<file path="src/hw/rtl/bmf_divider.sv">
// iterative restoring divider, one quotient bit per cycle
module bmf_divider #(
  parameter int DW = 24,
  parameter int NW = 8
) (
  input  logic          clk,
  input  logic          rst,
  input  logic          start,
  input  logic [DW-1:0] dividend,
  input  logic [NW-1:0] divisor,
  output logic          done,
  output logic [DW-1:0] quotient
);

  localparam int CW = $clog2(DW + 1);

  logic [NW-1:0] rem;
  logic [NW-1:0] dvs;
  logic [CW-1:0] cnt;
  logic          busy;
  logic [NW:0]   trial;
  logic          fits;

  assign trial = {rem, quotient[DW-1]};
  assign fits  = trial >= {1'b0, dvs};

  always_ff @(posedge clk) begin
    if (rst) begin
      busy <= 1'b0;
      done <= 1'b0;
      cnt  <= '0;
    end else begin
      done <= 1'b0;
      if (start) begin
        busy <= 1'b1;
        cnt  <= '0;
      end else if (busy) begin
        if (cnt == CW'(DW - 1)) begin
          busy <= 1'b0;
          done <= 1'b1;
        end
        cnt <= cnt + 1'b1;
      end
    end
  end

  always_ff @(posedge clk) begin
    if (start) begin
      rem      <= '0;
      dvs      <= divisor;
      quotient <= dividend;
    end else if (busy) begin
      if (fits) begin
        rem <= NW'(trial - {1'b0, dvs});
      end else begin
        rem <= trial[NW-1:0];
      end
      quotient <= {quotient[DW-2:0], fits};
    end
  end

endmodule

</file>
<file path="config.mk">
export PLATFORM = sky130hd
export DESIGN_NAME = bmf_divider
export DESIGN_NICKNAME = d
export VERILOG_FILES = /design/src/hw/rtl/bmf_divider.sv
export SDC_FILE = /design/constraint.sdc
export NUM_CORES = 1
export LEC_CHECK = 0
export BUFFER_PORTS_ARGS = -buffer_cell sky130_fd_sc_hd__buf_2
export CAP_MARGIN = 15
export CELL_PAD_IN_SITES_DETAIL_PLACEMENT = 0
export CELL_PAD_IN_SITES_GLOBAL_PLACEMENT = 2
export CORE_MARGIN = 2
export CORE_UTILIZATION = 34
export DETAILED_ROUTE_END_ITERATION = 8
export PLACE_DENSITY = 0.83
export SLEW_MARGIN = 20
export SYNTH_ARGS = -nofsm -noshare
export SYNTH_HDL_FRONTEND = slang
export SYNTH_SLANG_ARGS = --single-unit
</file>
<file path="constraint.sdc">
create_clock -name clk -period 2.3 [get_ports clk]
set_clock_uncertainty 0.1 [all_clocks]
set_input_delay 0.23 -clock clk [delete_from_list [all_inputs] [get_ports clk]]
set_output_delay 0.23 -clock clk [all_outputs]
set_load 0.05 [all_outputs]
</file>
==> results.py, run 1 <==
metrics = {
    "outcome": {
        "outcome": "finished, final reports clean",
    },
    "cells_and_area": {
        "layout-drive-gt1-share_pct": 40.9,
        "synthToLayoutAreaGrowth_pct": 26.7,
        "post-route-util_pct": 45.2,
        "n_fill_cell": 623,
        "instances_no_fill": 336,
        "fin_nets": 303,
        "final_area_um2": 2900,
        "antenna_cells": 0,
    },
    "timing": {
        "relSlewSlack_pct": 67.3,
        "rsz0062_at_grt": "false",
        "setup_violations": 0,
        "setup_ws_ns": 0.172,
        "layout_min_cycle_time_ns": 2.13,
        "post-route-period-util_pct": 92.5,
        "slew_viol_final": 0,
        "hold_ws_ns": 0.0136,
        "tightest_slew_ns": 0.490,
        "hold_viol": 0,
        "clock.fmax_mhz": 470,
        "finalSetupTns_ns": 0,
    },
    "clock_tree": {
        "cts_tree": "built",
        "clockBufferDepth": 2,
        "cts_resized": 0,
        "cts_root_buffer": "clkbuf_8",
        "cts_buffers": 5,
        "clock-sinks": 47,
        "htreeDepth": 2,
        "insertion_delay_ns": 0.30,
        "clk_pin_slew_ns": 0.09,
    },
    "placement": {
        "io_buffers": 59,
        "placed_cells": 320,
        "dp_hpwl_mm": 3.31,
        "pre_cts_ws_ns": 0.156,
        "place_area_um2": 2710,
        "gp_congestion": 0.794,
    },
    "setup_path": {
        "cp_cell_sequence": "inv_1 > ha_1 > and3_1 > nand3_1 > o21ai_2 > mux2_4 > a211oi_2",
        "critPathMaxStageDelay_ns": 0.41,
        "reg2reg_depth": 7,
        "slowest_stage": "o21ai_2",
        "crit_arrival_ns": 2.25,
        "crit_family": "compound AO/OA/AOI/OAI gates",
        "worstPathMaxFanout": 9,
        "worstReg2RegEnd": "rem[0]",
        "crit_type": "register to register",
        "rrSetupSlack_ns": 0.17,
        "timing.rr.start": "dvs[7]",
        "endpoint_kind": "register",
        "cp_num_buf_inv": 1,
        "cp.required_ns": 2.43,
        "startpoint_type": "register",
    },
    "logic_synthesis": {
        "ys_warn_count": 0,
        "synth_top_area_cell": "edfxtp_1",
        "postSynthAreaPerCell_um2": 12.5,
        "ys_top_cells_by_count": "edfxtp_1, mux2_2, nor2_1",
        "ys_seq_area_share_pct": 55.1,
        "ys_types": 42,
        "netlist_instances": 183,
        "synth-seq-cells": 47,
        "ys.flop_type": "edfxtp_1",
        "ys_async_sr_fraction_pct": 0,
        "syn_area_um2": 2290,
        "synth_fp_nets": 228,
        "yosys-top-cells-area": "edfxtp_1, dfxtp_1, mux2_2",
        "synth_most_common_cell": "edfxtp_1",
        "synth-edff-count": 32,
        "synth_top_area_share_pct": 42.0,
    },
    "floorplanning": {
        "ios": 60,
        "num_rows": 29,
        "start_util_pct": 35.7,
        "fp.coreArea_um2": 6420,
        "die_area_um2": 7410,
        "dieWidth_um": 86.1,
        "die_y_um": 86.1,
    },
    "drt": {
        "remaining_drc_errors": 0,
        "drt_iter0_drc": 54,
        "vias": 1625,
        "viasPerCell": 4.84,
        "wl_mm": 4.54,
        "route.antenna.remaining_nets": 0,
        "dr.pass1.iters": 4,
        "wl_per_cell_um": 13.5,
    },
    "flow_run": {
        "drv_cap": 0,
    },
    "power_and_ir_drop": {
        "leakage_nw": 1.23,
        "powerDensity_nw_per_um2": 715,
        "power_mw": 2.07,
        "peakVddDrop_v": 0.000412,
    },
    "global_routing": {
        "grt_max_degree": 25,
        "grt_pass1_vias": 1661,
        "grt_pass1_wl_mm": 7.53,
        "antenna_found_initial": 0,
        "grt_usage_pct": 12.9,
        "grt_overflow": 0,
    },
    "worst_hold_path": {
        "hold_start": "divisor[4]",
        "hold_class": "primary input to register",
        "hold_depth": 1,
        "holdPathEnd": "dvs[4]",
    },
}
registers in the layout, indices dropped and copies added (netlist names):
name and cells:
quotient 24, cnt 5, done 1, rem 8, busy 1, dvs 8
power by group:
group          leakage [nW]  internal [mW]  switching, mW
sequential            0.442          0.981         0.0354
combinational         0.732          0.170          0.299
clock                0.0556          0.318          0.270
total                  1.23           1.47          0.604
layer usage:
metal	part of all wire (%)	wire length [um]	global-route usage (%)
met1	47	2150	16.2
met2	46	2080	20.9
met3	5.4	244	3.66
met4	1.5	68	5.19
met5	0	0	0
cells in the final DEF (no fill, tap or decap), types with 2 or more instances in the layout:
cell type	Yosys	final
a211oi_1	3	3
a21o_1	3	3
a21oi_1	4	4
buf_2	2	59
buf_4	0	6
clkbuf_8	0	5
dfxtp_1	15	15
dlygate4sd3_1	0	8
edfxtp_1	32	32
ha_1	9	9
inv_1	10	10
mux2_2	24	24
mux2i_1	5	5
nand2_1	13	13
nand2b_1	4	4
nand4_1	2	2
nor2_1	18	18
o21ai_1	4	4
xnor2_1	2	2
xor2_1	7	7
area by class of cell:
class                      instances  area (um^2)  area share (%)
clock buffer                       5         68.8            2.37
multi-input combinational        120          958            33.0
sequential                        47         1260            43.5
inverter                          10         37.5            1.29
timing repair buffer              74          440            15.2
tap                               77         96.3            3.32
clock inverter                     3         38.8            1.34
repair_timing:
item | CTS | global route
endpoints found under the hold margin | 8 | 0
hold buffers | 8 | 0
setup buffers | 0 | 0
logic make-up after synthesis:
| logic type | after synthesis | synth area share, % |
|---|---|---|
| and+or+nand+nor | 48 | 10.2 |
| DFF | 47 | 55.1 |
| muxes | 30 | 14.6 |
| AOI/OAI and AO/OA | 23 | 7.76 |
| buffers and inverters | 16 | 3.06 |
| adders and majority gates | 10 | 5.79 |
| xor gates and xnor gates | 9 | 3.44 |
worst max path at each step:
stage / slack [ns] / startpoint / cells after the start / end
global placement: 0.17 / dvs[7] / 7 / rem[0]
CTS: 0.14 / dvs[7] / 7 / rem[0]
detailed placement: 0.16 / dvs[7] / 7 / rem[0]
global route: 0.03 / dvs[7] / 8 / rem[4]
floorplan: 0.04 / quotient[23] / 8 / rem[6]
finish: 0.17 / dvs[7] / 7 / rem[0]
(Power assumes the default switching activity.)
==> inputs of run 2 (changes only) <==
- HOLD_SLACK_MARGIN: not set -> 0.08
==> results.py, run 2 (synthesized netlist as in run 1, its figures left out) <==
metrics = {
    "placement": {
        "placed_cells": 320,
        "pre_cts_ws_ns": 0.156,
        "io_buffers": 59,
        "place_area_um2": 2710,
        "dp_hpwl_mm": 3.31,
        "gp_congestion": 0.794,
    },
    "timing": {
        "rsz0062_at_grt": "false",
        "layout_min_cycle_time_ns": 2.13,
        "tightest_slew_ns": 0.491,
        "relSlewSlack_pct": 67.3,
        "slew_viol_final": 0,
        "clock.fmax_mhz": 470,
        "finalSetupTns_ns": 0,
        "setup_ws_ns": 0.172,
        "setup_violations": 0,
        "post-route-period-util_pct": 92.5,
        "hold_viol": 0,
    },
    "cells_and_area": {
        "layout-drive-gt1-share_pct": 40.8,
        "top_regs": "quotient x24, dvs x8, rem x8",
        "synthToLayoutAreaGrowth_pct": 27.2,
        "antenna_cells": 0,
        "layout_commonest_cell": "buf_2",
        "top_register": "quotient",
        "n_fill_cell": 622,
        "register_area_um2": 1260,
        "fin_nets": 304,
        "final_cell_mix": "buf_2, edfxtp_1, mux2_2",
        "multi_input_area_um2": 958,
        "final_area_um2": 2910,
        "instances_no_fill": 337,
        "largest_reg_flops": 24,
    },
    "drt": {
        "route.antenna.remaining_nets": 0,
        "wl_mm": 4.56,
        "viasPerCell": 4.83,
        "dr.pass1.iters": 4,
        "remaining_drc_errors": 0,
        "wl_per_cell_um": 13.5,
        "vias": 1627,
        "drt_iter0_drc": 45,
    },
    "outcome": {
        "outcome": "finished, final reports clean",
    },
    "setup_path": {
        "worstSetupStartpoint": "dvs[7]",
        "cp_num_buf_inv": 1,
        "crit_arrival_ns": 2.26,
        "startpoint_type": "register",
        "crit_type": "register to register",
        "cp.required_ns": 2.43,
        "cp_cell_sequence": "inv_1 > ha_1 > and3_1 > nand3_1 > o21ai_2 > mux2_4 > a211oi_2",
        "crit_family": "compound AO/OA/AOI/OAI gates",
        "critPathMaxStageDelay_ns": 0.42,
        "slowest_stage": "o21ai_2",
        "reg2reg_depth": 7,
        "cp_num_cells": 7,
        "rrSetupSlack_ns": 0.17,
        "timing.rr.start": "dvs[7]",
        "endpoint_kind": "register",
        "worstPathMaxFanout": 9,
    },
    "global_routing": {
        "grt_usage_pct": 13.0,
        "grt_overflow": 0,
        "grt_max_degree": 25,
        "antenna_found_initial": 0,
        "grt_pass1_vias": 1671,
        "grt_pass1_wl_mm": 7.56,
    },
    "worst_hold_path": {
        "hold_class": "primary input to register",
        "hold_depth": 2,
        "hold_start": "dividend[5]",
    },
    "flow_run": {
        "drv_cap": 0,
    },
    "clock_tree": {
        "htreeDepth": 2,
        "post-cts-setup-buffers": 0,
        "cts_root_buffer": "clkbuf_8",
        "hold_buffers": 9,
        "cts_resized": 0,
        "clock-sinks": 47,
        "cts_tree": "built",
        "cts_buffers": 5,
        "clockBufferDepth": 2,
        "insertion_delay_ns": 0.30,
        "clk_pin_slew_ns": 0.09,
    },
    "floorplanning": {
        "fp.coreArea_um2": 6420,
        "dieWidth_um": 86.1,
        "start_util_pct": 35.7,
        "die_area_um2": 7410,
        "ios": 60,
        "num_rows": 29,
        "die_y_um": 86.1,
    },
    "power_and_ir_drop": {
        "powerDensity_nw_per_um2": 713,
        "leakage_nw": 1.23,
        "peakVddDrop_v": 0.000412,
    },
}
run 2: cell types whose count changed in the layout (fill, tap and decap cells not counted):
cell and delta:
dlygate4sd3_1 +1
run 2: power breakdown:
part           internal (mW)  switching (mW)  total [mW]
clock                  0.318           0.270       0.588
combinational          0.171           0.299       0.470
sequential             0.981          0.0353        1.02
run 2: final cells by class:
cell class,count,area share (%)
Clock inverter,3,1.33
Timing Repair Buffer,75,15.5
Sequential cell,47,43.3
Clock buffer,5,2.36
Multi-Input combinational cell,120,32.9
Tap cell,77,3.31
Inverter,10,1.29
run 2: per-layer routing:
layer	vias up	routed length [um]	GRT usage [%]
li1	813	-	-
met1	774	2150	16.2
met2	35	2100	21.1
met3	5	241	3.66
met4	0	68	5.19
met5	-	0	0
run 2: path summary, 6_finish.rpt:
path | to
max | rem[0]
min | quotient[5]
max reg2reg | rem[0]
min reg2reg | rem[3]
run 2: through the flow:
step / hold slack (ns) / util (%) / total power [mW]
global placement: 0.305 / 42.3 / 1.49
floorplan: 0.202 / - / 1.37
finish: 0.128 / 45.3 / 2.07
global route: 0.130 / 45.3 / 2.17
CTS: 0.116 / 45.3 / 2.10
detailed placement: 0.309 / 42.3 / 1.49
