===== config.mk =====
export PLATFORM = sky130hd
export DESIGN_NAME = bmf_line_mem
export DESIGN_NICKNAME = d
export VERILOG_FILES = /design/src/hw/rtl/bmf_line_mem.sv
export SDC_FILE = /design/constraint.sdc
export NUM_CORES = 1
export LEC_CHECK = 0
export BUFFER_PORTS_ARGS = -buffer_cell sky130_fd_sc_hd__buf_2
export CAP_MARGIN = 5
export CORE_AREA = 3 3 141 143
export CTS_CLUSTER_DIAMETER = 30
export DETAILED_ROUTE_END_ITERATION = 8
export DIE_AREA = 0 0 144 146
export PLACE_DENSITY_LB_ADDON = 0.3
export SETUP_SLACK_MARGIN = 0.3
export SLEW_MARGIN = 20
export SYNTH_ARGS = -nofsm -noshare
export SYNTH_HDL_FRONTEND = slang
export SYNTH_SLANG_ARGS = --single-unit

===== constraint.sdc =====
create_clock -name clk -period 4.6 [get_ports clk]
set_clock_uncertainty 0.2 [all_clocks]
set_input_delay 0.92 -clock clk [delete_from_list [all_inputs] [get_ports clk]]
set_output_delay 0.92 -clock clk [all_outputs]
set_load 0.01 [all_outputs]

===== src/hw/rtl/bmf_line_mem.sv =====
// line store: synchronous ram, one write port and one registered read port
module bmf_line_mem #(
  parameter int DEPTH = 16,
  parameter int AW    = 4,
  parameter int DW    = 16
) (
  input  logic          clk,
  input  logic          wr_en,
  input  logic [AW-1:0] wr_addr,
  input  logic [DW-1:0] wr_data,
  input  logic          rd_en,
  input  logic [AW-1:0] rd_addr,
  output logic [DW-1:0] rd_data
);

  logic [DW-1:0] mem [DEPTH];

  always_ff @(posedge clk) begin
    if (wr_en) begin
      mem[wr_addr] <= wr_data;
    end
  end

  always_ff @(posedge clk) begin
    if (rd_en) begin
      rd_data <= mem[rd_addr];
    end
  end

endmodule


==> summary.txt, run 1 <==
Layout
  – Most frequent cells in the layout: 272 x edfxtp_1, 54 x mux4_2, 47 x clkbuf_16
  – Area of the multi-input gates: 1970 µm²
  – # diodes: 0
  – # nets final: approximately 550
  – Reg area: a little over 8000 µm²
  – Ratio of cells with drive above 1 in the final layout: 37.8%
  – Final instance area: about 12000 µm²
  – Layout area overhead: 20.6%
  – # fillers: 1210
  – Commonest non-fill, non-tap cell in the layout: edfxtp_1

Clock network
  – Clock slew at reported path FFs: 0.05 ns
  – PostCTS Resize Cnt: 0
  – Clk sinks: 272
  – Clock latency on the worst-skew pair: 0.53 ns
  – Maximum root-to-sink buffer count: 3
  – Setup Buffers After CTS: 0
  – Hold_buf cts: 0
  – CTS H-tree lvls: 2
  – TritonCTS Buffers: 45
  – CTS tree: done
  – Root Driver: clkbuf_16

Routing
  – Vias post-DR: 4844
  – DR DRC count: 0
  – Aggregate routed wire length: 20600 µm
  – Starting DRT DRC Count: 518
  – DRT antenna net count: 0
  – Routed length per instance: 26.0 µm
  – Detailed-route vias per instance: 6.12
  – Drt pass-1 iters: 5

Logic synthesis
  – Post-synthesis instance total: between 400 and 500
  – Sequential fraction of the synthesis area: 80.0%
  – Synth warn: 0
  – Synth area leader: edfxtp_1
  – Netlist cell types: 18
  – Syn_area_per_cell: 23.6 µm²
  – Largest cells by area after synthesis: edfxtp_1 80%, mux4_2 12%, mux4_1 2.6%
  – Post-Syn Nets: 459
  – Synth Register Bits: 272
  – Yosys top cell area share: 80.0%
  – Mapped Area: 10200 µm²

Floorplan
  – DIE AREA: 21000 µm²
  – Row count: 50
  – Core area: 18700 µm²
  – Die extent in x: 144 µm
  – Die H: 146 µm
  – Initial Util: a little over half
  – Top Ports: 43

Critical path
  – Crit path DAT: 2.69 ns
  – Critical path type: primary input to flop
  – FF-to-FF End: rd_data[4]$_DFFE_PP_
  – CP max FO: 32
  – Critical Path Start: rd_addr[0]
  – Path depth of the worst reg2reg path: 3
  – Endpoint type of the worst setup path: flop
  – Critical Path RT: 4.67 ns
  – FF-to-FF Start: mem[1][4]$_DFFE_PP_
  – Crit start category: primary input
  – Reg2Reg Setup Slack: 2.94 ns

Worst hold path
  – Min-Delay Path Class: flop to flop
  – Min-delay src: mem[14][9]$_DFFE_PP_
  – Hold Path Depth: 3
  – Hold-critical path endpoint: rd_data[9]$_DFFE_PP_

Power and ir drop
  – Leak pwr: 4.09 nW
  – Peak VDD IR: between 0.4 and 0.5 mV
  – PwrDens: slightly above 500 nW/µm²

GRT
  – Total GRT Usage: 20.5%
  – Largest net degree at the start of global routing: 33
  – Initial antenna violation count: 0
  – Vias in the first global route: 5169
  – First-pass GRT wire length: 31300 µm
  – Gr ovfl total: 0

Timing
  – Normalized max-slew margin: 33.2%
  – RSZ-0062 raised after global routing: false
  – Fmax: between 0.3 and 0.4 GHz
  – Final critical-path share of the clock period: 57.1%
  – Slew of the pin with the lowest slew margin: 1.00 ns
  – Hold Vio Cnt, Final: 0
  – Period minus WS final: 2.62 ns
  – Setup tns final: 0 ns
  – Max Transition Viols Final: 0
  – Final setup fails: 0
  – Worst Setup Slack, final: around 2 ns

Place
  – Placed Area: roughly 11000 µm²
  – Worst slack, placed: 1.38 ns
  – GPL Wtd Cong: 0.713
  – Hpwl dp: 10700 µm
  – I/O Buffers: 42

Job
  – Max-capacitance violation count: 0

Outcome
  – Outcome: complete, no violations
## area by class of cell
| type | instances | share of cell area (%) |
|---|---|---|
| Clock buffer | 48 | 9.59 |
| Clock inverter | 36 | 2.55 |
| Timing Repair Buffer | 63 | 3.11 |
| Multi-Input combinational cell | 139 | 16.0 |
| Sequential cell | 272 | 66.4 |
| Tap cell | 234 | 2.38 |
## worst max-delay path, cell delays in order
cell and delay (ns):
buf_4 0.51, buf_4 0.40, mux4_1 0.58, a22oi_1 0.19, nand2_1 0.07
## power breakdown
part	switching, W	leakage, nW	total (W)	internal, W
Combinational	0.000142	0.904	0.000241	0.0000991
Clock	0.00119	0.712	0.00320	0.00201
Sequential	0.0000138	2.47	0.00281	0.00280
Total	0.00135	4.09	0.00625	0.00490
## logic make-up (layout without fill, tap and decap cells)
| logic type | after synthesis | in the layout | synth area share, % |
|---|---|---|---|
| and+or+nand+nor | 43 | 43 | 1.89 |
| muxes | 64 | 64 | 14.5 |
| buffers and inverters | 21 | 147 | 1.21 |
| DFF | 272 | 272 | 80.0 |
| AOI/OAI and AO/OA | 32 | 32 | 2.35 |
## how the worst max path moves through the flow
stage / end / slack, ns / cells past startpoint
5_1_grt: rd_data[13]$_DFFE_PP_ / 1.79 / 5
4_1_cts: rd_data[13]$_DFFE_PP_ / 1.91 / 5
3_5_place_dp: rd_data[13]$_DFFE_PP_ / 1.38 / 5
2_1_floorplan: mem[0][0]$_DFFE_PP_ / 1.42 / 2
6_report: rd_data[11]$_DFFE_PP_ / 1.98 / 5
3_3_place_gp: rd_data[11]$_DFFE_PP_ / 1.40 / 5
## per-stage QoR
stage	util (%)	hold slack (ns)	power, W	instances
finish	65.8	0.546	0.00625	792
global route	65.8	0.565	0.00645	792
CTS	65.8	0.546	0.00630	792
detailed placement	57.8	0.535	0.00310	708
global placement	57.8	0.526	0.00309	708
floorplan	-	0.510	0.00300	432
## flip-flops by register name, indices dropped and copies added (netlist names)
register	count
mem	256
rd_data	16
## layer usage
| layer | track usage, % | share of wire [%] | up-vias |
|---|---|---|---|
| met5 | 0 | 0 | - |
| met2 | 31.2 | 49 | 231 |
| met1 | 29.1 | 41 | 2513 |
| li1 | - | - | 2059 |
| met4 | 7.06 | 2.4 | 0 |
| met3 | 5.62 | 8.1 | 41 |
## synth_stat cells
cell type,count
edfxtp_1,272
mux4_1,10
nor2b_1,2
buf_2,3
buf_6,4
buf_1,3
nand2_1,17
mux4_2,54
nor2_1,13
nand3b_1,2
nand2b_1,2
nand3_1,1
nor3_1,4
buf_4,3
clkbuf_1,8
a22oi_1,32
and2_1,1
or3b_2,1
No activity file was read; power rests on OpenSTA's default activity.
==> run 2, diff against run 1 <==
--- a/config.mk
+++ b/config.mk
@@ -5,12 +5,13 @@
 export SDC_FILE = /design/constraint.sdc
 export NUM_CORES = 1
 export LEC_CHECK = 0
+export ABC_AREA = 1
 export BUFFER_PORTS_ARGS = -buffer_cell sky130_fd_sc_hd__buf_2
 export CAP_MARGIN = 5
-export CORE_AREA = 3 3 141 143
+export CORE_AREA = 3 3 149 151
 export CTS_CLUSTER_DIAMETER = 30
 export DETAILED_ROUTE_END_ITERATION = 8
-export DIE_AREA = 0 0 144 146
+export DIE_AREA = 0 0 152 154
 export PLACE_DENSITY_LB_ADDON = 0.3
 export SETUP_SLACK_MARGIN = 0.3
 export SLEW_MARGIN = 20
==> constraint.sdc (replaced) <==
create_clock -name clk -period 2.6 [get_ports clk]
set_clock_uncertainty 0.2 [all_clocks]
set_input_delay 0.52 -clock clk [delete_from_list [all_inputs] [get_ports clk]]
set_output_delay 0.52 -clock clk [all_outputs]
set_load 0.01 [all_outputs]
==> run 2 against run 1 <==
  * Global-route usage increased by 2.9 points
  * First-iteration DRC count increased by 59%
  * Clock-buffer cell count unchanged
  * Sequential share of layout area decreased by 6.3 points
  * Sequential cell count unchanged
  * Sequential power increased by 77%
  * Total power increased by 77%
  * Combinational power increased by 150%
  * Highest routed layer unchanged
  * Routed wire length increased by 32%
==> summary.txt, run 2 <==
Outcome
  – Outcome: complete, no violations

Timing
  – Normalized max-slew margin: 64.2%
  – Slew of the pin with the lowest slew margin: 0.537 ns
  – Fmax: 0.527 GHz
  – Hold Vio Cnt, Final: 0
  – RSZ-0062 raised after global routing: false
  – Final critical-path share of the clock period: about 73%
  – Setup tns final: 0 ns
  – Period minus WS final: about 1.9 ns
  – Max Transition Viols Final: 0
  – Final setup fails: 0

Critical path
  – Crit path DAT: 1.18 ns
  – Crit-path cells: buf_2
  – Critical Path Stages: 1
  – Critical path type: flop to primary output
  – Endpoint type of the worst setup path: primary output
  – Crit start category: flop
  – Slowest stage delay, CP: 0.47 ns
  – CP max FO: 1
  – Largest delay share family, worst path: flip-flops
  – WP buf/inv: 1
  – Path depth of the worst reg2reg path: 6
  – Critical Path RT: 1.88 ns
  – Critical path's slowest cell: edfxtp_1

Floorplan
  – Die extent in x: ~150 µm
  – Die H: 154 µm
  – DIE AREA: around 23000 µm²
  – Top Ports: 43
  – Initial Util: 55.1%
  – Core area: ~21000 µm²
  – Row count: 53

Clock network
  – Clock slew at reported path FFs: 0.05 ns
  – Hold_buf cts: 0
  – Clock latency on the worst-skew pair: 0.53 ns
  – PostCTS Resize Cnt: 0
  – Clk sinks: 272
  – TritonCTS Buffers: 45
  – CTS H-tree lvls: 2
  – Maximum root-to-sink buffer count: 3
  – Setup Buffers After CTS: 0
  – Root Driver: clkbuf_16
  – CTS tree: done

Logic synthesis
  – Sequential fraction of the synthesis area: 70.8%
  – Yosys top cell area share: between 70% and 80%
  – Largest cells by area after synthesis: edfxtp_1 71%, nand2_1 11%, nand3_1 8.4%
  – Ys async rst share: 0%
  – Post-Syn Nets: 1101
  – Netlist cell types: 12
  – Post-synthesis instance total: 1074
  – Top_reg_cell synth: edfxtp_1
  – Syn_area_per_cell: 10.7 µm²
  – EDFF count, synth: roughly 270
  – Synth area leader: edfxtp_1
  – Count leader, synth: nand2_1
  – Mapped Area: 11500 µm²
  – Post-synth top cells: 341 x nand2_1, 272 x edfxtp_1, 196 x inv_1, 193 x nand3_1, 19 x buf_2
  – Synth Register Bits: 272
  – Synth warn: 0

Layout
  – Layout area overhead: 17.8%
  – Max FFs per register: 256
  – # nets final: 1169
  – Most frequent cells in the layout: 341 x nand2_1, 272 x edfxtp_1, 196 x inv_1
  – Final Util: 64.9%
  – Ratio of cells with drive above 1 in the final layout: 13.4%
  – Biggest register: mem
  – Top Registers: mem (256), rd_data (16)
  – Final instance area: 13600 µm²
  – Commonest non-fill, non-tap cell in the layout: nand2_1

Routing
  – DR DRC count: 0
  – Aggregate routed wire length: 27100 µm
  – Routed length per instance: 18.7 µm
  – Detailed-route vias per instance: 5.35
  – Drt pass-1 iters: 5
  – DRT antenna net count: 0
  – Vias post-DR: 7768
  – Starting DRT DRC Count: 823

Power and ir drop
  – Leak pwr: approximately 5.8 nW
  – Peak VDD IR: 0.549 mV
  – Switching pwr: 0.00243 W
  – Sw Share: between 20% and 30%
  – Clock group share of total power: 49.6%
  – Gate power share: 5.3%
  – Power share of the sequential group: between 40% and 50%
  – PwrDens: 813 nW/µm²
  – Cell Int Power: 0.00863 W

GRT
  – Vias in the first global route: 7544
  – Total GRT Usage: 23.5%
  – Initial antenna violation count: 1
  – First-pass GRT wire length: between 40000 and 50000 µm
  – Gr ovfl total: 0
  – Largest net degree at the start of global routing: 72

Worst hold path
  – Hold Path Depth: 1
  – Min-Delay Path Class: primary input to flop

Place
  – I/O Buffers: 42
  – GPL Wtd Cong: 0.846
  – Placed Area: 12200 µm²
  – Hpwl dp: 15400 µm

Job
  – Max-capacitance violation count: 0
==> run 2: power by group through the flow <==
stage	sequential (W)	combinational [W]	clock, W
after floorplan	0.00507	0.000331	0
after global placement	0.00506	0.000576	0
after detailed placement	0.00506	0.000586	0
after CTS	0.00498	0.000592	0.00555
after global routing	0.00499	0.000658	0.00576
final	0.00498	0.000592	0.00548
==> run 2: area by class of cell <==
| type | instances | area, µm² |
|---|---|---|
| fill | 1597 | 7360 |
| timing repair buffer | 72 | 551 |
| tap | 275 | 344 |
| inverter | 198 | 744 |
| multi-input combinational | 553 | 2360 |
| sequential | 272 | 8170 |
| clock inverter | 32 | 262 |
| antenna | 1 | 2.50 |
| clock buffer | 48 | 1160 |
==> run 2: worst paths after layout <==
kind | from | end | slack (ns)
hold / removal | wr_data[7] | mem[7][7]$_DFFE_PP_ | 0.20
hold reg to reg | mem[10][15]$_DFFE_PP_ | rd_data[15]$_DFFE_PP_ | 0.53
setup reg to reg | mem[12][2]$_DFFE_PP_ | rd_data[2]$_DFFE_PP_ | 1.21
setup / recovery | rd_data[1]$_DFFE_PP_ | rd_data[1] | 0.70
==> run 2: kinds of logic after synthesis <==
kind of cell | synth area share (%)
flops | 70.8
simple gates | 20.1
buf+inv | 9.09
==> run 2: routing by layer <==
layer  up-vias  GRT usage, %  part of all wire, %
met5         -             0                    0
met4         0          8.60                  2.9
met3        59          4.62                  8.0
met2       327          35.8                   46
met1      3755          34.0                   43
li1       3627             -                    -
==> run 2: stage by stage <==
stage / std cells / total power, W / setup slack (ns) / hold WS, ns
final: 1451 / 0.0111 / 0.703 / 0.198
after global routing: 1450 / 0.0114 / 0.688 / 0.189
after CTS: 1450 / 0.0111 / 0.707 / 0.183
after detailed placement: 1370 / 0.00565 / 0.548 / 0.515
after global placement: 1370 / 0.00564 / 0.552 / 0.513
after floorplan: 1074 / 0.00540 / 0.580 / 0.419
